$ cat config.mk
export PLATFORM = sky130hd
export DESIGN_NAME = clock_calendar_with_encoder_menu
export DESIGN_NICKNAME = d
export VERILOG_FILES = /design/src/rtl/core/ccem_pkg.sv /design/src/rtl/core/clock_calendar_with_encoder_menu.sv
export SDC_FILE = /design/constraint.sdc
export NUM_CORES = 1
export LEC_CHECK = 0
export BUFFER_PORTS_ARGS = -buffer_cell sky130_fd_sc_hd__buf_2
export CAP_MARGIN = 25
export CORE_MARGIN = 2
export CORE_UTILIZATION = 40
export DETAILED_ROUTE_END_ITERATION = 6
export PLACE_DENSITY_LB_ADDON = 0.1
export SKIP_LAST_GASP = 1
export SYNTH_ARGS = -nofsm -noshare
export SYNTH_HDL_FRONTEND = slang
export SYNTH_SLANG_ARGS = --single-unit
$ cat constraint.sdc
create_clock -name clock -period 11.48 [get_ports clock]
set_clock_uncertainty 0.05 [all_clocks]
set_input_delay 2.296 -clock clock [delete_from_list [all_inputs] [get_ports clock]]
set_output_delay 2.296 -clock clock [all_outputs]
set_load 0.03 [all_outputs]
$ cat src/rtl/core/ccem_pkg.sv
// Shared codes, field limits and widths for the clock and calendar block.
`default_nettype none

package ccem_pkg;

   localparam logic [1:0] OP_TICK    = 2'd0;
   localparam logic [1:0] OP_ENCODER = 2'd1;
   localparam logic [1:0] OP_REFRESH = 2'd2;

   localparam logic [1:0] MODE_MENU = 2'd0;
   localparam logic [1:0] MODE_TIME = 2'd1;
   localparam logic [1:0] MODE_DATE = 2'd2;

   localparam logic [1:0] TURN_CW   = 2'd0;
   localparam logic [1:0] TURN_CCW  = 2'd1;
   localparam logic [1:0] TURN_NONE = 2'd2;

   localparam logic [1:0] TIME_HOUR   = 2'd0;
   localparam logic [1:0] TIME_MINUTE = 2'd1;
   localparam logic [1:0] TIME_SECOND = 2'd2;
   localparam logic [1:0] TIME_AMPM   = 2'd3;

   localparam logic [1:0] DATE_MONTH = 2'd0;
   localparam logic [1:0] DATE_DAY   = 2'd1;
   localparam logic [1:0] DATE_YEAR  = 2'd2;

   localparam int FIELD_WIDTH = 12;

   localparam logic [11:0] SEC_LIMIT   = 12'd60;
   localparam logic [11:0] HOUR_LIMIT  = 12'd13;
   localparam logic [11:0] HOUR_NOON   = 12'd12;
   localparam logic [11:0] DAY_LIMIT   = 12'd32;
   localparam logic [11:0] MONTH_LIMIT = 12'd13;
   localparam logic [11:0] YEAR_BASE   = 12'd2000;
   localparam logic [11:0] YEAR_LOW    = 12'd2001;
   localparam logic [11:0] YEAR_HIGH   = 12'd2100;
   localparam logic [11:0] MIN_SEC_MAX = 12'd59;
   localparam logic [11:0] HOUR_MAX    = 12'd12;
   localparam logic [11:0] MONTH_MAX   = 12'd12;
   localparam logic [11:0] DAY_MAX     = 12'd31;

   typedef struct packed {
      logic [11:0] value;
      logic [11:0] low;
      logic [11:0] high;
   } move_sel_type;

endpackage

`default_nettype wire

$ cat src/rtl/core/clock_calendar_with_encoder_menu.sv
// Twelve-hour clock and calendar with an encoder-driven set-up menu.
// A request is held in the input register until its result is loaded into the state registers.
// Throughput: one transaction per cycle; the input register and the state update
// form a two-stage pipeline that advances whenever the result is free or taken.
// Reset: synchronous and active high; the clock starts at 12:00:00 PM, 1/1/2000,
// in the menu with the step counter cleared and no result pending.
`default_nettype none

module clock_calendar_with_encoder_menu #(
   parameter int STEP_COUNT_WIDTH = 8
) (
   input  wire logic        clock,
   input  wire logic        reset,
   input  wire logic        req_valid,
   output logic             req_ready,
   input  wire logic [1:0]  req_op,
   input  wire logic        req_encoder_clk,
   input  wire logic        req_encoder_dt,
   input  wire logic        req_button,
   output logic             rsp_valid,
   input  wire logic        rsp_ready,
   output logic [3:0]       rsp_hour_now,
   output logic [5:0]       rsp_minute_now,
   output logic [5:0]       rsp_second_now,
   output logic             rsp_is_pm,
   output logic [3:0]       rsp_month_now,
   output logic [4:0]       rsp_day_now,
   output logic [11:0]      rsp_year_now,
   output logic [1:0]       rsp_mode,
   output logic             rsp_menu_choice,
   output logic [1:0]       rsp_field_choice,
   output logic [1:0]       rsp_turn
);

   localparam int SW = STEP_COUNT_WIDTH;
   localparam int CW = ((SW > ccem_pkg::FIELD_WIDTH) ? SW : ccem_pkg::FIELD_WIDTH) + 2;
   localparam logic signed [SW-1:0] SMAX = {1'b0, {(SW-1){1'b1}}};
   localparam logic signed [SW-1:0] SMIN = {1'b1, {(SW-1){1'b0}}};

   function automatic logic [11:0] circ_move(input logic signed [SW-1:0] delta,
                                             input logic [11:0] value,
                                             input logic [11:0] low,
                                             input logic [11:0] high);
      logic signed [CW-1:0] sum;
      logic signed [CW-1:0] lo_s;
      logic signed [CW-1:0] hi_s;
      logic [11:0]          res;
      sum  = $signed({{(CW-12){1'b0}}, value}) + CW'(delta);
      lo_s = $signed({{(CW-12){1'b0}}, low});
      hi_s = $signed({{(CW-12){1'b0}}, high});
      if (delta > 0) begin
         res = (sum > hi_s) ? low : sum[11:0];
      end else if (delta < 0) begin
         res = (sum < lo_s) ? high : sum[11:0];
      end else begin
         res = value;
      end
      return res;
   endfunction

   logic                   in_vld_ff;
   logic [1:0]             op_ff;
   logic                   enc_clk_ff;
   logic                   enc_dt_ff;
   logic                   button_ff;
   logic                   rsp_vld_ff;
   logic                   advance;
   logic                   fire;

   logic [1:0]             mode_ff, mode_in;
   logic                   menu_pos_ff, menu_pos_in;
   logic [1:0]             time_pos_ff, time_pos_in;
   logic [1:0]             date_pos_ff, date_pos_in;
   logic [3:0]             hours_ff, hours_in;
   logic [5:0]             minutes_ff, minutes_in;
   logic [5:0]             seconds_ff, seconds_in;
   logic                   pm_ff, pm_in;
   logic [4:0]             days_ff, days_in;
   logic [3:0]             months_ff, months_in;
   logic [11:0]            years_ff, years_in;
   logic signed [SW-1:0]   step_ff, step_in;
   logic                   last_clk_ff, last_clk_in;
   logic [1:0]             turn_ff, turn_in;

   ccem_pkg::move_sel_type mv_sel;
   logic [11:0]            mv_res;
   logic [11:0]            menu_res;

   logic [11:0]            t_sec;
   logic [11:0]            t_min;
   logic [11:0]            t_hr;
   logic                   t_pm;
   logic [11:0]            t_day;
   logic [11:0]            t_mon;
   logic [11:0]            t_yr;

   assign advance   = !rsp_vld_ff || rsp_ready;
   assign fire      = in_vld_ff && advance;
   assign req_ready = !in_vld_ff || advance;

   always_ff @(posedge clock) begin
      if (reset) begin
         in_vld_ff <= 1'b0;
      end else if (req_ready) begin
         in_vld_ff <= req_valid;
      end
   end

   always_ff @(posedge clock) begin
      if (req_valid && req_ready) begin
         op_ff      <= req_op;
         enc_clk_ff <= req_encoder_clk;
         enc_dt_ff  <= req_encoder_dt;
         button_ff  <= req_button;
      end
   end

   always_comb begin
      mv_sel = '{value: 12'd0, low: 12'd0, high: 12'd0};
      if (mode_ff == ccem_pkg::MODE_TIME) begin
         unique case (time_pos_ff)
            ccem_pkg::TIME_HOUR:
               mv_sel = '{value: {8'd0, hours_ff}, low: 12'd1, high: ccem_pkg::HOUR_MAX};
            ccem_pkg::TIME_MINUTE:
               mv_sel = '{value: {6'd0, minutes_ff}, low: 12'd0,
                          high: ccem_pkg::MIN_SEC_MAX};
            ccem_pkg::TIME_SECOND:
               mv_sel = '{value: {6'd0, seconds_ff}, low: 12'd0,
                          high: ccem_pkg::MIN_SEC_MAX};
            default:
               mv_sel = '{value: {11'd0, pm_ff}, low: 12'd0, high: 12'd1};
         endcase
      end else begin
         unique case (date_pos_ff)
            ccem_pkg::DATE_MONTH:
               mv_sel = '{value: {8'd0, months_ff}, low: 12'd1, high: ccem_pkg::MONTH_MAX};
            ccem_pkg::DATE_DAY:
               mv_sel = '{value: {7'd0, days_ff}, low: 12'd1, high: ccem_pkg::DAY_MAX};
            default:
               mv_sel = '{value: years_ff, low: ccem_pkg::YEAR_LOW,
                          high: ccem_pkg::YEAR_HIGH};
         endcase
      end
   end

   assign mv_res   = circ_move(step_ff, mv_sel.value, mv_sel.low, mv_sel.high);
   assign menu_res = circ_move(step_ff, {11'd0, menu_pos_ff}, 12'd0, 12'd1);

   always_comb begin
      t_sec = {6'd0, seconds_ff} + 12'd1;
      t_min = {6'd0, minutes_ff};
      t_hr  = {8'd0, hours_ff};
      t_pm  = pm_ff;
      t_day = {7'd0, days_ff};
      t_mon = {8'd0, months_ff};
      t_yr  = years_ff;
      if (t_sec >= ccem_pkg::SEC_LIMIT) begin
         t_sec = 12'd0;
         t_min = t_min + 12'd1;
      end
      if (t_min >= ccem_pkg::SEC_LIMIT) begin
         t_min = 12'd0;
         t_hr  = t_hr + 12'd1;
         if (t_hr == ccem_pkg::HOUR_NOON) begin
            if (t_pm) begin
               t_pm  = 1'b0;
               t_day = t_day + 12'd1;
            end else begin
               t_pm = 1'b1;
            end
         end
      end
      if (t_hr >= ccem_pkg::HOUR_LIMIT) begin
         t_hr = 12'd1;
      end
      if (t_day >= ccem_pkg::DAY_LIMIT) begin
         t_mon = t_mon + 12'd1;
         t_day = 12'd1;
      end
      if (t_mon >= ccem_pkg::MONTH_LIMIT) begin
         t_yr  = t_yr + 12'd1;
         t_mon = 12'd1;
         if (t_yr > ccem_pkg::YEAR_HIGH) begin
            t_yr = ccem_pkg::YEAR_BASE;
         end
      end
   end

   always_comb begin
      mode_in     = mode_ff;
      menu_pos_in = menu_pos_ff;
      time_pos_in = time_pos_ff;
      date_pos_in = date_pos_ff;
      hours_in    = hours_ff;
      minutes_in  = minutes_ff;
      seconds_in  = seconds_ff;
      pm_in       = pm_ff;
      days_in     = days_ff;
      months_in   = months_ff;
      years_in    = years_ff;
      step_in     = step_ff;
      last_clk_in = last_clk_ff;
      turn_in     = turn_ff;
      if (fire) begin
         turn_in = ccem_pkg::TURN_NONE;
         unique case (op_ff)
            ccem_pkg::OP_TICK: begin
               if (mode_ff != ccem_pkg::MODE_TIME) begin
                  seconds_in = t_sec[5:0];
                  minutes_in = t_min[5:0];
                  hours_in   = t_hr[3:0];
                  pm_in      = t_pm;
                  days_in    = t_day[4:0];
                  months_in  = t_mon[3:0];
                  years_in   = t_yr;
               end
            end
            ccem_pkg::OP_ENCODER: begin
               last_clk_in = enc_clk_ff;
               if (enc_clk_ff != last_clk_ff) begin
                  if (enc_dt_ff != enc_clk_ff) begin
                     turn_in = ccem_pkg::TURN_CW;
                     if (step_ff < SMAX) begin
                        step_in = step_ff + SW'(1);
                     end
                  end else begin
                     turn_in = ccem_pkg::TURN_CCW;
                     if (step_ff > SMIN) begin
                        step_in = step_ff - SW'(1);
                     end
                  end
               end
            end
            ccem_pkg::OP_REFRESH: begin
               step_in     = '0;
               menu_pos_in = menu_res[0];
               if (mode_ff == ccem_pkg::MODE_MENU) begin
                  if (button_ff) begin
                     mode_in = menu_res[0] ? ccem_pkg::MODE_DATE : ccem_pkg::MODE_TIME;
                  end
               end else if (mode_ff == ccem_pkg::MODE_TIME) begin
                  unique case (time_pos_ff)
                     ccem_pkg::TIME_HOUR:   hours_in   = mv_res[3:0];
                     ccem_pkg::TIME_MINUTE: minutes_in = mv_res[5:0];
                     ccem_pkg::TIME_SECOND: seconds_in = mv_res[5:0];
                     default:               pm_in      = mv_res[0];
                  endcase
                  if (button_ff) begin
                     if (time_pos_ff == ccem_pkg::TIME_AMPM) begin
                        time_pos_in = ccem_pkg::TIME_HOUR;
                        mode_in     = ccem_pkg::MODE_MENU;
                     end else begin
                        time_pos_in = time_pos_ff + 2'd1;
                     end
                  end
               end else if (mode_ff == ccem_pkg::MODE_DATE) begin
                  unique case (date_pos_ff)
                     ccem_pkg::DATE_MONTH: months_in = mv_res[3:0];
                     ccem_pkg::DATE_DAY:   days_in   = mv_res[4:0];
                     ccem_pkg::DATE_YEAR:  years_in  = mv_res;
                     default: ;
                  endcase
                  if (button_ff) begin
                     if (date_pos_ff >= ccem_pkg::DATE_YEAR) begin
                        date_pos_in = ccem_pkg::DATE_MONTH;
                        mode_in     = ccem_pkg::MODE_MENU;
                     end else begin
                        date_pos_in = date_pos_ff + 2'd1;
                     end
                  end
               end
            end
            default: ;
         endcase
      end
   end

   always_ff @(posedge clock) begin
      if (reset) begin
         rsp_vld_ff  <= 1'b0;
         mode_ff     <= ccem_pkg::MODE_MENU;
         menu_pos_ff <= 1'b0;
         time_pos_ff <= ccem_pkg::TIME_HOUR;
         date_pos_ff <= ccem_pkg::DATE_MONTH;
         hours_ff    <= 4'd12;
         minutes_ff  <= 6'd0;
         seconds_ff  <= 6'd0;
         pm_ff       <= 1'b1;
         days_ff     <= 5'd1;
         months_ff   <= 4'd1;
         years_ff    <= ccem_pkg::YEAR_BASE;
         step_ff     <= '0;
         last_clk_ff <= 1'b0;
         turn_ff     <= ccem_pkg::TURN_NONE;
      end else begin
         if (advance) begin
            rsp_vld_ff <= in_vld_ff;
         end
         mode_ff     <= mode_in;
         menu_pos_ff <= menu_pos_in;
         time_pos_ff <= time_pos_in;
         date_pos_ff <= date_pos_in;
         hours_ff    <= hours_in;
         minutes_ff  <= minutes_in;
         seconds_ff  <= seconds_in;
         pm_ff       <= pm_in;
         days_ff     <= days_in;
         months_ff   <= months_in;
         years_ff    <= years_in;
         step_ff     <= step_in;
         last_clk_ff <= last_clk_in;
         turn_ff     <= turn_in;
      end
   end

   // The state registers only change on a transaction that also loads the
   // result, so they serve directly as the result register.
   assign rsp_valid       = rsp_vld_ff;
   assign rsp_hour_now    = hours_ff;
   assign rsp_minute_now  = minutes_ff;
   assign rsp_second_now  = seconds_ff;
   assign rsp_is_pm       = pm_ff;
   assign rsp_month_now   = months_ff;
   assign rsp_day_now     = days_ff;
   assign rsp_year_now    = years_ff;
   assign rsp_mode        = mode_ff;
   assign rsp_menu_choice = menu_pos_ff;
   assign rsp_turn        = turn_ff;
   assign rsp_field_choice = (mode_ff == ccem_pkg::MODE_TIME) ? time_pos_ff :
                             (mode_ff == ccem_pkg::MODE_DATE) ? date_pos_ff : 2'd0;

endmodule

`default_nettype wire

## Yosys cells after proc, flatten, opt, wreduce, memory -nomap -nowiden

Cells that the tools add are included.

| storage, ports and cells | value |
|---|---|
| register bits | 63 |
| input port bits | 9 |
| output and inout bits | 47 |
| word-level logic and storage cells | 198 |

| operators by class | value |
|---|---|
| add/sub/neg operators | 12 |
| $lt $le $gt $ge | 15 |
| equal/unequal tests | 35 |
| mux-type cells | 86 |
| bitwise logic cells | 2 |
| reduce and logical (&&, ||, !) cells | 28 |

Operators with widths:

| cell | number |
|---|---|
| $mux W12 | 11 |
| $pmux W30 S3 | 1 |
| $mux W6 | 13 |
| $pmux W36 S2 | 1 |
| $mux W4 | 11 |
| $mux W5 | 8 |
| $mux W36 | 1 |
| $mux W8 | 4 |
| $mux W2 | 15 |
| $ne A2 B2 Y1 const B | 13 |
| $pmux W12 S2 | 1 |
| $pmux W6 S2 | 2 |
| $reduce_and A6 Y1 | 4 |
| $reduce_and A8 Y1 | 3 |
| $pmux W4 S2 | 2 |
| $pmux W8 S2 | 1 |
| $add A13 B8 Y14 | 1 |
| $add A6 B1 Y7 const B | 2 |
| $ge A7 B6 Y1 const B | 2 |
| $gt A14 B13 Y1 | 1 |
| $lt A14 B13 Y1 | 1 |
| $ne A2 B1 Y1 const B | 7 |
| $reduce_and A7 Y1 | 2 |
| $add A12 B1 Y12 const B | 1 |
| 36 further kinds | 70 |

## Longest topological paths before layout

Gate-level depths: netlist (run 1).

| depth | value |
|---|---|
| depth in word-level cells | 13 |
| mapped depth | 26 |
| depth with buffers taken out | 25 |

## Worst setup path after synthesis (run 1)

OpenSTA, ideal clock, no wires.

| timing | value |
|---|---|
| path kind | register to register |
| from | reg time_pos_ff[0] |
| to | reg pm_ff, in the netlist rsp_is_pm |
| library setup time | 122 ps |
| arrival | 5,354 ps |
| required time | 11,308 ps |
| setup slack | 5,954 ps |
| cell stages (with the launch flop) | 27 |
| path buffers | 1 |
| clock period less this slack | 5,526 ps |
| cell sequence | dfxtp_1 > inv_1 > ha_1 > a222oi_1 > nor2_1 > a21oi_1 > nor2_1 > a21oi_1 > inv_1 > ha_1 > a211oi_2 > o211ai_1 > a2111oi_0 > nor3_1 > xor2_1 > inv_1 > ha_1 > and4_1 > a31oi_1 > nor4_1 > or4b_4 > and2_4 > buf_6 > mux2i_1 > a211o_2 > or2_1 > a221o_1 |

| on the way | value |
|---|---|
| longest elaborated chain between the ends | 12 |
| elaborated cells on any way between the ends | 19 |
| classes of those cells | add/sub (1); order compare (2); eq/ne (3); mux (10); reduce/logical (3) |

Ends and longest elaborated chain:

| element | RTL line | RTL |
|---|---|---|
| from (decl) | clock_calendar_with_encoder_menu.sv:72 | `logic [1:0] time_pos_ff, time_pos_in;` |
| from (signal assigned) | clock_calendar_with_encoder_menu.sv:283 | `time_pos_ff <= ccem_pkg::TIME_HOUR;` |
| from (signal assigned) | clock_calendar_with_encoder_menu.sv:301 | `time_pos_ff <= time_pos_in;` |
| $eq A2 B2 Y1, or another cell as far along | clock_calendar_with_encoder_menu.sv:121, clock_calendar_with_encoder_menu.sv:242 |  |
| $pmux W30 S3 | clock_calendar_with_encoder_menu.sv:121 | `unique case (time_pos_ff)` |
| $mux W36 | clock_calendar_with_encoder_menu.sv:120 | `if (mode_ff == ccem_pkg::MODE_TIME) begin` |
| $add A13 B8 Y14 | clock_calendar_with_encoder_menu.sv:48 | `sum = $signed({{(CW-12){1'b0}}, value}) + CW'(delta);` |
| $lt A14 B13 Y1 | clock_calendar_with_encoder_menu.sv:54 | `res = (sum < lo_s) ? high : sum[11:0];` |
| $mux W12 | clock_calendar_with_encoder_menu.sv:54 |  |
| $mux W12 | clock_calendar_with_encoder_menu.sv:53 | `end else if (delta < 0) begin` |
| $mux W12 | clock_calendar_with_encoder_menu.sv:51 | `if (delta > 0) begin` |
| $mux W1 | clock_calendar_with_encoder_menu.sv:242 | `unique case (time_pos_ff)` |
| $mux W1 | clock_calendar_with_encoder_menu.sv:241 | `end else if (mode_ff == ccem_pkg::MODE_TIME) begin` |
| $mux W1 | clock_calendar_with_encoder_menu.sv:237 | `if (mode_ff == ccem_pkg::MODE_MENU) begin` |
| $pmux W1 S2 | clock_calendar_with_encoder_menu.sv:206 | `unique case (op_ff)` |
| to (signal assigned) | clock_calendar_with_encoder_menu.sv:306 | `pm_ff <= pm_in;` |
| to (decl) | clock_calendar_with_encoder_menu.sv:77 | `logic pm_ff, pm_in;` |

Parallel ways exist; a longest one is shown, timed or not. The select of a mux whose other input is x is not followed.
A chain may end at the register's enable or synchronous reset.

## Final worst setup path (run 1)

| timing | value |
|---|---|
| from | reg mode_ff[0], in the netlist rsp_mode[0] |
| to | reg pm_ff, in the netlist rsp_is_pm |

| on the way | value |
|---|---|
| longest elaborated chain between the ends | 11 |
| elaborated cells on any way between the ends | 19 |
| classes of those cells | add/sub (1); order compare (2); eq/ne (5); mux (9); reduce/logical (2) |

Ends and longest elaborated chain:

| element | RTL line | RTL |
|---|---|---|
| from (decl) | clock_calendar_with_encoder_menu.sv:70 | `logic [1:0] mode_ff, mode_in;` |
| from (signal assigned) | clock_calendar_with_encoder_menu.sv:281 | `mode_ff <= ccem_pkg::MODE_MENU;` |
| from (signal assigned) | clock_calendar_with_encoder_menu.sv:299 | `mode_ff <= mode_in;` |
| $eq A2 B1 Y1 | clock_calendar_with_encoder_menu.sv:120, clock_calendar_with_encoder_menu.sv:241 |  |
| $mux W36 | clock_calendar_with_encoder_menu.sv:120 |  |
| $add A13 B8 Y14 | clock_calendar_with_encoder_menu.sv:48 |  |
| $lt A14 B13 Y1 | clock_calendar_with_encoder_menu.sv:54 |  |
| $mux W12 | clock_calendar_with_encoder_menu.sv:54 |  |
| $mux W12 | clock_calendar_with_encoder_menu.sv:53 |  |
| $mux W12 | clock_calendar_with_encoder_menu.sv:51 |  |
| $mux W1 | clock_calendar_with_encoder_menu.sv:242 |  |
| $mux W1 | clock_calendar_with_encoder_menu.sv:241 |  |
| $mux W1 | clock_calendar_with_encoder_menu.sv:237 |  |
| $pmux W1 S2 | clock_calendar_with_encoder_menu.sv:206 |  |

Parallel ways exist; a longest one is shown, timed or not. The select of a mux whose other input is x is not followed.

==> results of run 1 <==
## kinds of logic (layout without fill, tap and decap cells)
group	after synthesis	after routing	share of synthesized area (%)
flops	63	63	21.3
fa+ha+maj	49	49	10.2
buf+inv	76	110	5.21
simple gates	348	348	27.8
xor+xnor	22	22	3.12
mux	11	11	1.80
compound gates	286	286	30.6
## state kept, by name (all words and copies together) (netlist names), 4 cells and up
name and cells:
rsp_hour_now 4, rsp_minute_now 6, rsp_day_now 5, rsp_second_now 6, rsp_year_now 12, step_ff 8
rsp_month_now 4
## worst paths after layout
| check | from | to | slack, ns |
|---|---|---|---|
| worst min-delay path | rsp_turn[1] | rsp_turn[1] | 0.46 |
| worst max-delay path | rsp_mode[0] | rsp_is_pm | 4.93 |
| worst max register to register | rsp_mode[0] | rsp_is_pm | 4.93 |
| worst min register to register | rsp_turn[1] | rsp_turn[1] | 0.46 |
## through the flow
| stage | util (%) | cells | setup slack [ns] | area [µm²] |
|---|---|---|---|---|
| 2_1_floorplan | - | 855 | 5.95 | 6170 |
| 3_3_place_gp | 43.1 | 1059 | 5.29 | 6520 |
| 3_5_place_dp | 43.1 | 1060 | 5.01 | 6530 |
| 4_1_cts | 45.2 | 1076 | 5.00 | 6840 |
| 5_1_grt | 45.2 | 1077 | 4.34 | 6850 |
| 6_report | 45.2 | 1077 | 4.93 | 6850 |
## cell usage in the layout (no fill, tap or decap), types with 5 or more instances in the layout
master     netlist  final
o32ai_1          5      5
nor2_1          98     98
nor3_1          28     28
nand2b_1        13     13
o21a_1           5      5
nand2_1         84     84
nor2b_1         18     17
or2_2            7      7
a21oi_1         85     85
o21ai_0         60     60
o22ai_1          9      9
clkbuf_16        0      9
o31ai_1          5      5
buf_2            3     56
xnor2_1         16     16
o21bai_1         6      6
a31oi_1         11     11
and2_1           6      6
o211ai_1        15     15
o21ai_1          5      5
dfxtp_1         58     58
nand4_1          6      6
or3_1            5      5
nor4_1          11     11
inv_1           31     31
mux2i_1         10     10
ha_1            47     47
a22oi_1         11     11
buf_4            6      7
nand3_1         30     30
o31a_1           5      5
xor2_1           6      6
a21o_1           5      5
edfxtp_1         5      5
a211oi_1         9      9
and3_1          12     12
nor3b_1          7      7
## area by class of cell
cell class	count	area share, %
Clock buffer	9	3.29
Clock inverter	7	1.28
Inverter	31	1.70
Multi-Input combinational cell	716	66.3
Sequential cell	63	19.1
Tap cell	188	3.44
Timing Repair Buffer	63	4.86
## power groups by stage
stage	combinational [W]	clock (W)	sequential [W]
floorplan	0.0000822	0	0.000239
global placement	0.000109	0	0.000238
detailed placement	0.000111	0	0.000239
CTS	0.000111	0.000299	0.000234
global route	0.000126	0.000308	0.000235
finish	0.000114	0.000294	0.000234
## metal layers
layer	GRT usage [%]	wire, µm	part of all wire [%]
met1	33.9	9190	46
met2	39.4	9020	45
met3	4.26	1270	6.3
met4	10.3	707	3.5
met5	0	0	0
## tightest hold or removal path, delay by kind of cell (launching register included)
| kind | cells | cell delay, ns |
|---|---|---|
| flip-flops | 1 | 0.32 |
| AND/OR/NAND/NOR | 1 | 0.06 |
| AO/OA/AOI/OAI | 1 | 0.08 |
==> metrics.md, run 1 <==
| Metric | Value |
|---|---|
| Status | `completed` |
| Initial antenna violation count | `0` |
| # IOs | `56` |
| Maximum vdd drop | `0.0627 mV` |
| EDFF count, synth | `5` |
| CP Cell Sequence | `nor2b_1, nand2b_1, o22ai_1, ha_1, a211oi_2, o211ai_1, a2111oi_0, nor3_1, xor2_1, inv_1, ha_1, and4_1, a31oi_1, nor4_1, or4b_4, and2_4, mux2i_1, a211o_2, or2_1, a221o_1` |
| Fmax | `153 MHz` |
| Crit path time final | `between 6 and 7 ns` |
| Critical Path Stages | `20` |
| Share of the clock period used by the worst path | `57.0%` |
| Maximum root-to-sink buffer count | `2` |
| Via count | `6651` |
| First-pass DRT Iterations | `7` |
| Worst Setup Start Kind | `flip-flop` |
| Die Y | `128 µm` |
| Unrepaired setup endpoints after global routing | `no` |
| Critical Path AT | `a little under 7 ns` |
| Hold WS | `0.455 ns` |
| Clk root buf | `clkbuf_16` |
| # nets final | `942` |
| Hold buffers post-CTS | `0` |
| CP dominant cell by count | `ha_1` |
| Gate power share | `17.7%` |
| Num CTS Buffers | `9` |
| FFs w/ async S/R, synth | `0%` |
| Slowest CP cell | `nor2b_1` |
| First-pass GRT wire length | `32700 µm` |
| Synth-to-layout area growth | `11.0%` |
| Post-route ant nets | `0` |
| Power Density | `around 94 nW/µm²` |
| Antenna Cells | `0` |
| Vias in the first global route | `6100` |
| HP Class | `reg -> reg` |
| CTS sink cnt | `63` |
| Port buffer count | `55` |
| P_leak | `2.75 nW` |
| R2R cell count | `20` |
| GPL Wtd Cong | `between 0.9 and 1` |
| Clock Latency Late Sink | `~0.34 ns` |
| Mapped Cells | `855` |
| Top-count cell post-synth | `nor2_1` |
| Max-cap viol count | `0` |
| Flop pwr share | `36.5%` |
| Clock group share of total power | `45.8%` |
| Post-synth top flop | `dfxtp_1` |
| GR Overflow Total | `0` |
| Required @ worst endpoint | `11.66 ns` |
| Clk pin slew, worst setup/hold paths | `0.05 ns` |
| Internal power | `0.000454 W` |
| H-tree depth | `3` |
| TNS Setup | `0 ns` |
| Core area | `15100 µm²` |
| Number of fill cells | `1545` |
| Initial Utilization | `40.7%` |
| Synth area leaders | `dfxtp_1 (19%), ha_1 (9.5%), a21oi_1 (6.9%), nor2_1 (6.0%), nand2_1 (5.1%)` |
| Register area | `~1300 µm²` |
| Drt total wl | `20200 µm` |
| Yosys warns | `0` |
| Chip Width | `128 µm` |
| Setup-failing EPs final | `0` |
| # rows | `45` |
| CTS-repair resized insts | `0` |
| Hold Path Stages | `2` |
| Avg WL per Cell | `around 19 µm` |
| Tot Pwr | `roughly 0.00064 W` |
| Crit Path Max Fanout | `15` |
| CP top delay family | `simple AND/OR/NAND/NOR gates` |
| Final hold vios | `0` |
| Top cells by count, synth | `nor2_1 (98), a21oi_1 (85), nand2_1 (84)` |
| DRC | `0` |
| GRT Util Overall | `about a quarter` |
| Setup Buffers After CTS | `0` |
| Syn_area_per_cell | `7.22 µm²` |
| Cell taking the most area after synthesis | `dfxtp_1` |
| Share of layout cells above drive strength 1 | `11.7%` |
| WP buf/inv | `1` |
| Slew Limit Fails | `0` |
| 1st-iter DRT viols | `642` |
| Die Area | `16400 µm²` |
| Synth top area share | `18.8%` |
| Vias per cell | `6.18` |
| DP HPWL | `15300 µm` |
| Critical path class | `reg -> reg` |
| Cell variety after synth | `between 80 and 90` |
| Multi-input logic area | `4540 µm²` |
| CP peak stage delay | `around 0.77 ns` |
| Headroom to the max-slew limit | `34.5%` |
| Mapped cell area | `6170 µm²` |
| Largest net degree at the start of global routing | `52` |
| Syn Nets | `~910` |
| CP endpoint kind | `flip-flop` |
| Switching Fraction | `29.2%` |
| #FFs+latches synth | `between 60 and 70` |
| Net switching power | `0.000187 W` |
| CTS tree | `yes` |
| Slew @ Worst Pin | `0.983 ns` |
| Register area share after synthesis | `21.3%` |
Note: power is estimated with default switching activity, not from simulation.
==> inputs of run 2 (changes only) <==
--- a/config.mk
+++ b/config.mk
@@ -5,6 +5,7 @@
 export SDC_FILE = /design/constraint.sdc
 export NUM_CORES = 1
 export LEC_CHECK = 0
+export ABC_AREA = 1
 export BUFFER_PORTS_ARGS = -buffer_cell sky130_fd_sc_hd__buf_2
 export CAP_MARGIN = 25
 export CORE_MARGIN = 2
==> constraint.sdc (replaced) <==
create_clock -name clock -period 5.4 [get_ports clock]
set_clock_uncertainty 0.05 [all_clocks]
set_input_delay 1.08 -clock clock [delete_from_list [all_inputs] [get_ports clock]]
set_output_delay 1.08 -clock clock [all_outputs]
set_load 0.03 [all_outputs]
==> run 2 against run 1 <==
Against the previous run:
- critical endpoint unchanged
- combinational power increased to 2.6 times the previous value
- global-route usage down 0.96 points
- critical path depth grew 7
- maximum frequency increased by 33%
- utilization rose by 0.52 points
- non-clock buffer count stayed put
==> metrics.md, run 2 <==
| Metric | Value |
|---|---|
| GR Overflow Total | `0 (unchanged)` |
| Headroom to the max-slew limit | `31.8% (was 34.5%)` |
| First-pass DRT Iterations | `5 (was 7)` |
| Worst flop-to-flop path startpoint | `date_pos_ff[1] (was rsp_mode[0])` |
| Drt total wl | `19200 µm (was 20200 µm)` |
| Share of layout cells above drive strength 1 | `10.6% (was 11.7%)` |
| Top-count cell post-synth | `nand2_1 (was nor2_1)` |
| Utilization after layout | `45.7% (was 45.2%)` |
| Simple-Gate Fraction of Synth Area | `38.4% (was 27.8%)` |
| Clock Latency Late Sink | `0.35 ns (was 0.34 ns)` |
| Unrepaired setup endpoints after global routing | `no (unchanged)` |
| Core area | `15000 µm² (was 15100 µm²)` |
| Area share of fa/ha/maj cells after synthesis | `10.3% (was 10.2%)` |
| GRT Util Overall | `24.1% (was 25.0%)` |
| Vias in the first global route | `6081 (was 6100)` |
| HP Start | `rsp_turn[0] (was rsp_turn[1])` |
| CP endpoint kind | `flip-flop (unchanged)` |
| Cell taking the most area after synthesis | `dfxtp_1 (unchanged)` |
| Antenna Cells | `0 (unchanged)` |
| Critical path startpoint | `date_pos_ff[1] (was rsp_mode[0])` |
| 1st-iter DRT viols | `501 (was 642)` |
| GR Layer Usage met2 | `36.7% (was 39.4%)` |
| Worst Setup Start Kind | `flip-flop (unchanged)` |
| DRC | `0 (unchanged)` |
| # nets final | `1112 (was 942)` |
| DP Area | `6540 µm² (was 6530 µm²)` |
| Setup-failing EPs final | `0 (unchanged)` |
| H-tree depth | `3 (unchanged)` |
| Initial Utilization | `40.4% (was 40.7%)` |
| Port buffer count | `55 (unchanged)` |
| Avg WL per Cell | `15.4 µm (was 18.8 µm)` |
| HP Class | `reg -> reg (unchanged)` |
| Hold Path Stages | `2 (unchanged)` |
| Largest net degree at the start of global routing | `37 (was 52)` |
| Compound-Gate Fraction of Synth Area | `15.9% (was 30.6%)` |
| Die Y | `127 µm (was 128 µm)` |
| Setup Buffers After CTS | `0 (unchanged)` |
| EDFF count, synth | `5 (unchanged)` |
| Mux cell area share after synthesis | `0.185% (was 1.80%)` |
| Maximum root-to-sink buffer count | `2 (unchanged)` |
| FFs w/ async S/R, synth | `0% (unchanged)` |
| XOR/XNOR Fraction of Synth Area | `3.31% (was 3.12%)` |
| Via count | `6689 (was 6651)` |
| Synth top area share | `19.1% (was 18.8%)` |
| Slew @ Worst Pin | `1.02 ns (was 0.983 ns)` |
| Num CTS Buffers | `9 (unchanged)` |
| Clk pin slew, worst setup/hold paths | `0.05 ns (about the same)` |
| GRT met1 Usage | `34.3% (was 33.9%)` |
| M3 GR Usage | `4.56% (was 4.26%)` |
| Crit Path Max Fanout | `14 (was 15)` |
| Power Density | `203 nW/µm² (was 93.7 nW/µm²)` |
| Gr busiest metal | `met2 (unchanged)` |
| Syn_area_per_cell | `6.08 µm² (was 7.22 µm²)` |
| Vias per cell | `5.36 (was 6.18)` |
| P_leak | `3.45 nW (was 2.75 nW)` |
| Required @ worst endpoint | `5.58 ns (was 11.66 ns)` |
| Hold EP | `rsp_turn[0] (was rsp_turn[1])` |
| Chip Width | `127 µm (was 128 µm)` |
| Status | `completed (unchanged)` |
| Cell area after layout | `6880 µm² (was 6850 µm²)` |
| Fmax | `203 MHz (was 153 MHz)` |
| TNS Setup | `0 ns (unchanged)` |
| Syn Nets | `1058 (was 913)` |
| Critical Path AT | `5.10 ns (was 6.73 ns)` |
| Endpoint of the worst register-to-register path | `rsp_is_pm (unchanged)` |
| CTS sink cnt | `63 (unchanged)` |
| Register area share after synthesis | `21.6% (was 21.3%)` |
| Mapped Cells | `1000 (was 855)` |
| Critical path class | `reg -> reg (unchanged)` |
| Die Area | `16200 µm² (was 16400 µm²)` |
| Yosys warns | `0 (unchanged)` |
| Commonest non-fill, non-tap cell in the layout | `nand2_1 (was nor2_1)` |
| Clk root buf | `clkbuf_16 (unchanged)` |
| Crit path time final | `4.92 ns (was 6.55 ns)` |
| Most frequent cells in the layout | `nand2_1 (269), inv_1 (139), nand3_1 (115) (was nor2_1 (98), a21oi_1 (85), nand2_1 (84))` |
| Share of the clock period used by the worst path | `91.1% (was 57.0%)` |
| Synth area leaders | `dfxtp_1 (19%), nand2_1 (17%), ha_1 (9.7%), nand3_1 (9.6%), inv_1 (8.6%) (was dfxtp_1 (19%), ha_1 (9.5%), a21oi_1 (6.9%), nor2_1 (6.0%), nand2_1 (5.1%))` |
| DP HPWL | `14700 µm (was 15300 µm)` |
| Cell variety after synth | `41 (was 86)` |
| Top cells by count, synth | `nand2_1 (271), inv_1 (139), nand3_1 (117) (was nor2_1 (98), a21oi_1 (85), nand2_1 (84))` |
| Max-cap viol count | `0 (unchanged)` |
| Slew Limit Fails | `0 (unchanged)` |
| Synth-to-layout area growth | `13.1% (was 11.0%)` |
| Initial antenna violation count | `0 (unchanged)` |
| Post-synth top flop | `dfxtp_1 (unchanged)` |
| Number of fill cells | `1595 (was 1545)` |
| Post-route ant nets | `0 (unchanged)` |
| GPL Wtd Cong | `0.938 (was 0.930)` |
| R2R cell count | `27 (was 20)` |
| First-pass GRT wire length | `31400 µm (was 32700 µm)` |
| Register-to-Register Setup Slack | `0.48 ns (was 4.93 ns)` |
| CTS tree | `yes (unchanged)` |
| Maximum vdd drop | `0.188 mV (was 0.0627 mV)` |
| # IOs | `56 (unchanged)` |
| #FFs+latches synth | `63 (unchanged)` |
| Mapped cell area | `6080 µm² (was 6170 µm²)` |
| Max reg flops | `12 (unchanged)` |
| Main combinational cell family by area after synthesis | `simple AND/OR/NAND/NOR gates (was compound AO/OA/AOI/OAI gates)` |
| Final hold vios | `0 (unchanged)` |
| # rows | `45 (unchanged)` |
-- run 2: cells by family after synthesis --
group	after synthesis
fa+ha+maj	49
buf+inv	160
flops	63
mux	1
simple gates	529
compound gates	175
xor+xnor	23
-- run 2: per-layer routing --
layer  up-vias  share of wire [%]
li1       3430                  -
met3        27                6.1
met5         -                  0
met4         0                2.1
met2       219                 43
met1      3013                 49
-- run 2: timing repair --
item	4_1_cts	5_1_grt
hold buffers	0	0
endpoints found under the setup margin	0	19
gates resized for setup	0	4
-- run 2: worst max path at each step --
| stage | to | slack, ns | cells after the start |
|---|---|---|---|
| floorplan | rsp_hour_now[3] | 0.74 | 35 |
| global placement | rsp_month_now[2] | 0.55 | 26 |
| detailed placement | rsp_month_now[1] | 0.45 | 33 |
| CTS | rsp_year_now[1] | 0.41 | 32 |
| global route | rsp_year_now[1] | 0.01 | 33 |
| finish | rsp_is_pm | 0.48 | 27 |
-- run 2: layout make-up --
cell class                 instances  area [µm²]  share of cell area (%)
clock buffer                      10         229                    3.33
clock inverter                     6        61.3                   0.892
inverter                         140         526                    7.64
tap                              188         235                    3.42
sequential                        63        1310                    19.1
timing repair buffer              63         355                    5.17
multi-input combinational        777        4160                    60.5
-- run 2: where the power goes --
part	total, W	switching (W)	internal, W
Clock	0.000578	0.000223	0.000355
Sequential	0.000518	0.0000287	0.000489
Combinational	0.000301	0.000207	0.0000942
Total	0.00140	0.000459	0.000939
-- run 2: worst max-delay path, cell delays in order, from the launching register on --
cell	delay, ns
dfxtp_1	0.52
inv_1	0.21
nor2_1	0.32
clkinv_1	0.13
buf_4	0.21
o211ai_1	0.38
ha_1	0.27
nand2_1	0.11
nor2_1	0.16
nand2_1	0.09
nand3_1	0.11
nand2_1	0.06
nand2_1	0.14
inv_1	0.09
ha_1	0.32
nand2_1	0.06
inv_1	0.06
nand3_1	0.08
o211ai_1	0.18
nand3_1	0.09
nand3_1	0.11
nand2_1	0.29
nand2_1	0.14
nand3_1	0.12
nand2_1	0.12
nand2_1	0.17
o211ai_1	0.15
nand2_1	0.07
-- run 2: stage by stage --
step	power (W)	cells	setup slack (ns)	hold WS (ns)
2_1_floorplan	0.000738	1000	0.739	0.427
3_3_place_gp	0.000820	1230	0.550	0.408
3_5_place_dp	0.000818	1230	0.449	0.409
4_1_cts	0.00140	1246	0.410	0.418
5_1_grt	0.00146	1247	0.0101	0.449
6_report	0.00140	1247	0.479	0.415
==> inputs of run 3 (changes only) <==
--- a/config.mk
+++ b/config.mk
@@ -12,6 +12,7 @@
 export CORE_UTILIZATION = 40
 export DETAILED_ROUTE_END_ITERATION = 6
 export PLACE_DENSITY_LB_ADDON = 0.1
+export REMOVE_ABC_BUFFERS = 1
 export SKIP_LAST_GASP = 1
 export SYNTH_ARGS = -nofsm -noshare
 export SYNTH_HDL_FRONTEND = slang
==> run 3 against run 2 <==
Against the previous run:
- maximum frequency grew 2.0%
- sequential power is essentially flat
- utilization grew 0.31 points
- worst setup slack gained 0.098 ns
- highest routed layer unchanged
- critical path type unchanged
- non-clock buffer count grew 1
- routed wire length grew 0.45%
- register-to-register slack gained 0.098 ns
- critical endpoint is now rsp_year_now[4]
- critical path depth grew 6
- combinational power is essentially flat
- total power grew 5.2%
==> metrics.md, run 3 (same netlist as run 2, synthesis figures left out) <==
| Metric | Value |
|---|---|
| Final hold vios | `0 (unchanged)` |
| DRC | `0 (unchanged)` |
| Critical path class | `reg -> reg (unchanged)` |
| First-pass GRT wire length | `31500 µm (was 31400 µm)` |
| CTS sink cnt | `63 (unchanged)` |
| Core area | `15000 µm² (unchanged)` |
| Port buffer count | `55 (unchanged)` |
| # IOs | `56 (unchanged)` |
| CP peak stage delay | `0.42 ns (was 0.52 ns)` |
| TNS Setup | `0 ns (unchanged)` |
| Die Area | `16200 µm² (unchanged)` |
| Max-cap viol count | `0 (unchanged)` |
| Clk root buf | `clkbuf_16 (unchanged)` |
| Vias in the first global route | `6009 (was 6081)` |
| Chip Width | `127 µm (unchanged)` |
| Drt total wl | `19300 µm (was 19200 µm)` |
| Post-route ant nets | `0 (unchanged)` |
| Initial antenna violation count | `0 (unchanged)` |
| First-pass DRT Iterations | `5 (unchanged)` |
| Setup Buffers After CTS | `0 (unchanged)` |
| Number of fill cells | `1639 (was 1595)` |
| Maximum root-to-sink buffer count | `2 (unchanged)` |
| CTS-repair resized insts | `0 (unchanged)` |
| Worst flop-to-flop path startpoint | `rsp_mode[0] (was date_pos_ff[1])` |
| HP Class | `reg -> reg (unchanged)` |
| Share of layout cells above drive strength 1 | `10.9% (was 10.6%)` |
| Power Density | `212 nW/µm² (was 203 nW/µm²)` |
| Fmax | `207 MHz (was 203 MHz)` |
| Register area | `1310 µm² (unchanged)` |
| Hold WS | `0.420 ns (was 0.415 ns)` |
| GPL Wtd Cong | `0.902 (was 0.938)` |
| Largest net degree at the start of global routing | `33 (was 37)` |
| Vias per cell | `5.33 (was 5.36)` |
| HP Start | `rsp_turn[1] (was rsp_turn[0])` |
| Maximum vdd drop | `0.182 mV (was 0.188 mV)` |
| # rows | `45 (unchanged)` |
| Slew Limit Fails | `0 (unchanged)` |
| Num CTS Buffers | `9 (unchanged)` |
| WP buf/inv | `7 (was 5)` |
| Switching Fraction | `31.7% (was 32.8%)` |
| Die Y | `127 µm (unchanged)` |
| CTS tree | `yes (unchanged)` |
| DP HPWL | `14800 µm (was 14700 µm)` |
| Internal power | `0.00100 W (was 0.000939 W)` |
| Headroom to the max-slew limit | `42.7% (was 31.8%)` |
| GRT Util Overall | `24.3% (was 24.1%)` |
| Via count | `6658 (was 6689)` |
| Initial Utilization | `40.4% (unchanged)` |
| Max reg flops | `12 (unchanged)` |
| Critical Path AT | `5.06 ns (was 5.10 ns)` |
| Commonest non-fill, non-tap cell in the layout | `nand2_1 (unchanged)` |
| Most frequent cells in the layout | `nand2_1 (269), inv_1 (139), nand3_1 (115) (unchanged)` |
| 1st-iter DRT viols | `570 (was 501)` |
| Hold buffers post-CTS | `0 (unchanged)` |
| Multi-input logic area | `4160 µm² (about the same)` |
| Gate power share | `20.7% (was 21.5%)` |
| CP top delay family | `simple AND/OR/NAND/NOR gates (unchanged)` |
| Synth-to-layout area growth | `13.9% (was 13.1%)` |
| Share of the clock period used by the worst path | `89.3% (was 91.1%)` |
| CP endpoint kind | `flip-flop (unchanged)` |
| Slowest CP cell | `dfxtp_1 (unchanged)` |
| Unrepaired setup endpoints after global routing | `no (unchanged)` |
| Slew @ Worst Pin | `0.859 ns (was 1.02 ns)` |
| Worst Setup Start Kind | `flip-flop (unchanged)` |
| Clock Latency Late Sink | `0.34 ns (was 0.35 ns)` |
| Utilization after layout | `46.0% (was 45.7%)` |
| P_leak | `3.47 nW (was 3.45 nW)` |
| H-tree depth | `3 (unchanged)` |
| Antenna Cells | `0 (unchanged)` |
| Status | `completed (unchanged)` |
| Net switching power | `0.000467 W (was 0.000459 W)` |
| Required @ worst endpoint | `5.64 ns (was 5.58 ns)` |
| Crit path time final | `4.82 ns (was 4.92 ns)` |
| Clk pin slew, worst setup/hold paths | `0.06 ns (was 0.05 ns)` |
| # nets final | `1113 (was 1112)` |
| Avg WL per Cell | `15.5 µm (was 15.4 µm)` |
| Clock group share of total power | `44.1% (was 41.4%)` |
| GR Overflow Total | `0 (unchanged)` |
| Crit Path Max Fanout | `10 (was 14)` |
| Setup-failing EPs final | `0 (unchanged)` |
| Critical path startpoint | `rsp_mode[0] (was date_pos_ff[1])` |
| Flop pwr share | `35.2% (was 37.1%)` |
## run 3: layout make-up
type | instances | area share [%]
multi-input cells | 777 | 60.1
clock inverters | 5 | 1.17
well taps | 188 | 3.40
repair buffers | 64 | 5.24
clock buffers | 11 | 3.51
flip-flops and latches | 63 | 18.9
inverters | 140 | 7.59
## run 3: power by group through the flow
| stage | Clock [W] | Combinational [W] | Sequential, W |
|---|---|---|---|
| floorplan | 0 | 0.000184 | 0.000544 |
| global placement | 0 | 0.000295 | 0.000527 |
| detailed placement | 0 | 0.000297 | 0.000527 |
| CTS | 0.000660 | 0.000298 | 0.000517 |
| global route | 0.000682 | 0.000342 | 0.000520 |
| finish | 0.000648 | 0.000304 | 0.000518 |
## run 3: worst reg2reg max path: cells and delay by family (launching register included)
kind                       cells  cell delay [ns]
adders and majority gates      3             0.90
AOI/OAI and AO/OA              3             0.49
and+or+nand+nor               20             2.24
DFF                            1             0.42
buffers and inverters          7             0.68
## run 3: path summary, 6_finish.rpt
path | endpoint | slack [ns] | depth (start not counted)
hold / removal | rsp_turn[1] | 0.42 | 2
setup / recovery | rsp_year_now[4] | 0.58 | 33
hold reg to reg | rsp_turn[1] | 0.42 | 2
setup reg to reg | rsp_year_now[4] | 0.58 | 33
## run 3: through the flow
step | total power (W) | worst slack, ns | std cells | instance area (µm²)
3_3_place_gp | 0.000822 | 0.533 | 1231 | 6550
4_1_cts | 0.00148 | 0.320 | 1248 | 6900
2_1_floorplan | 0.000728 | 0.348 | 980 | 5980
3_5_place_dp | 0.000824 | 0.357 | 1232 | 6580
5_1_grt | 0.00154 | 0.0388 | 1248 | 6920
6_report | 0.00147 | 0.577 | 1248 | 6920
## run 3: layer usage
layer	global-route usage [%]	vias up	share of wire, %
li1	-	3429	-
met1	35.5	3023	50
met2	36.7	187	43
met3	4.06	19	5.3
met4	7.05	0	1.9
met5	0	-	0
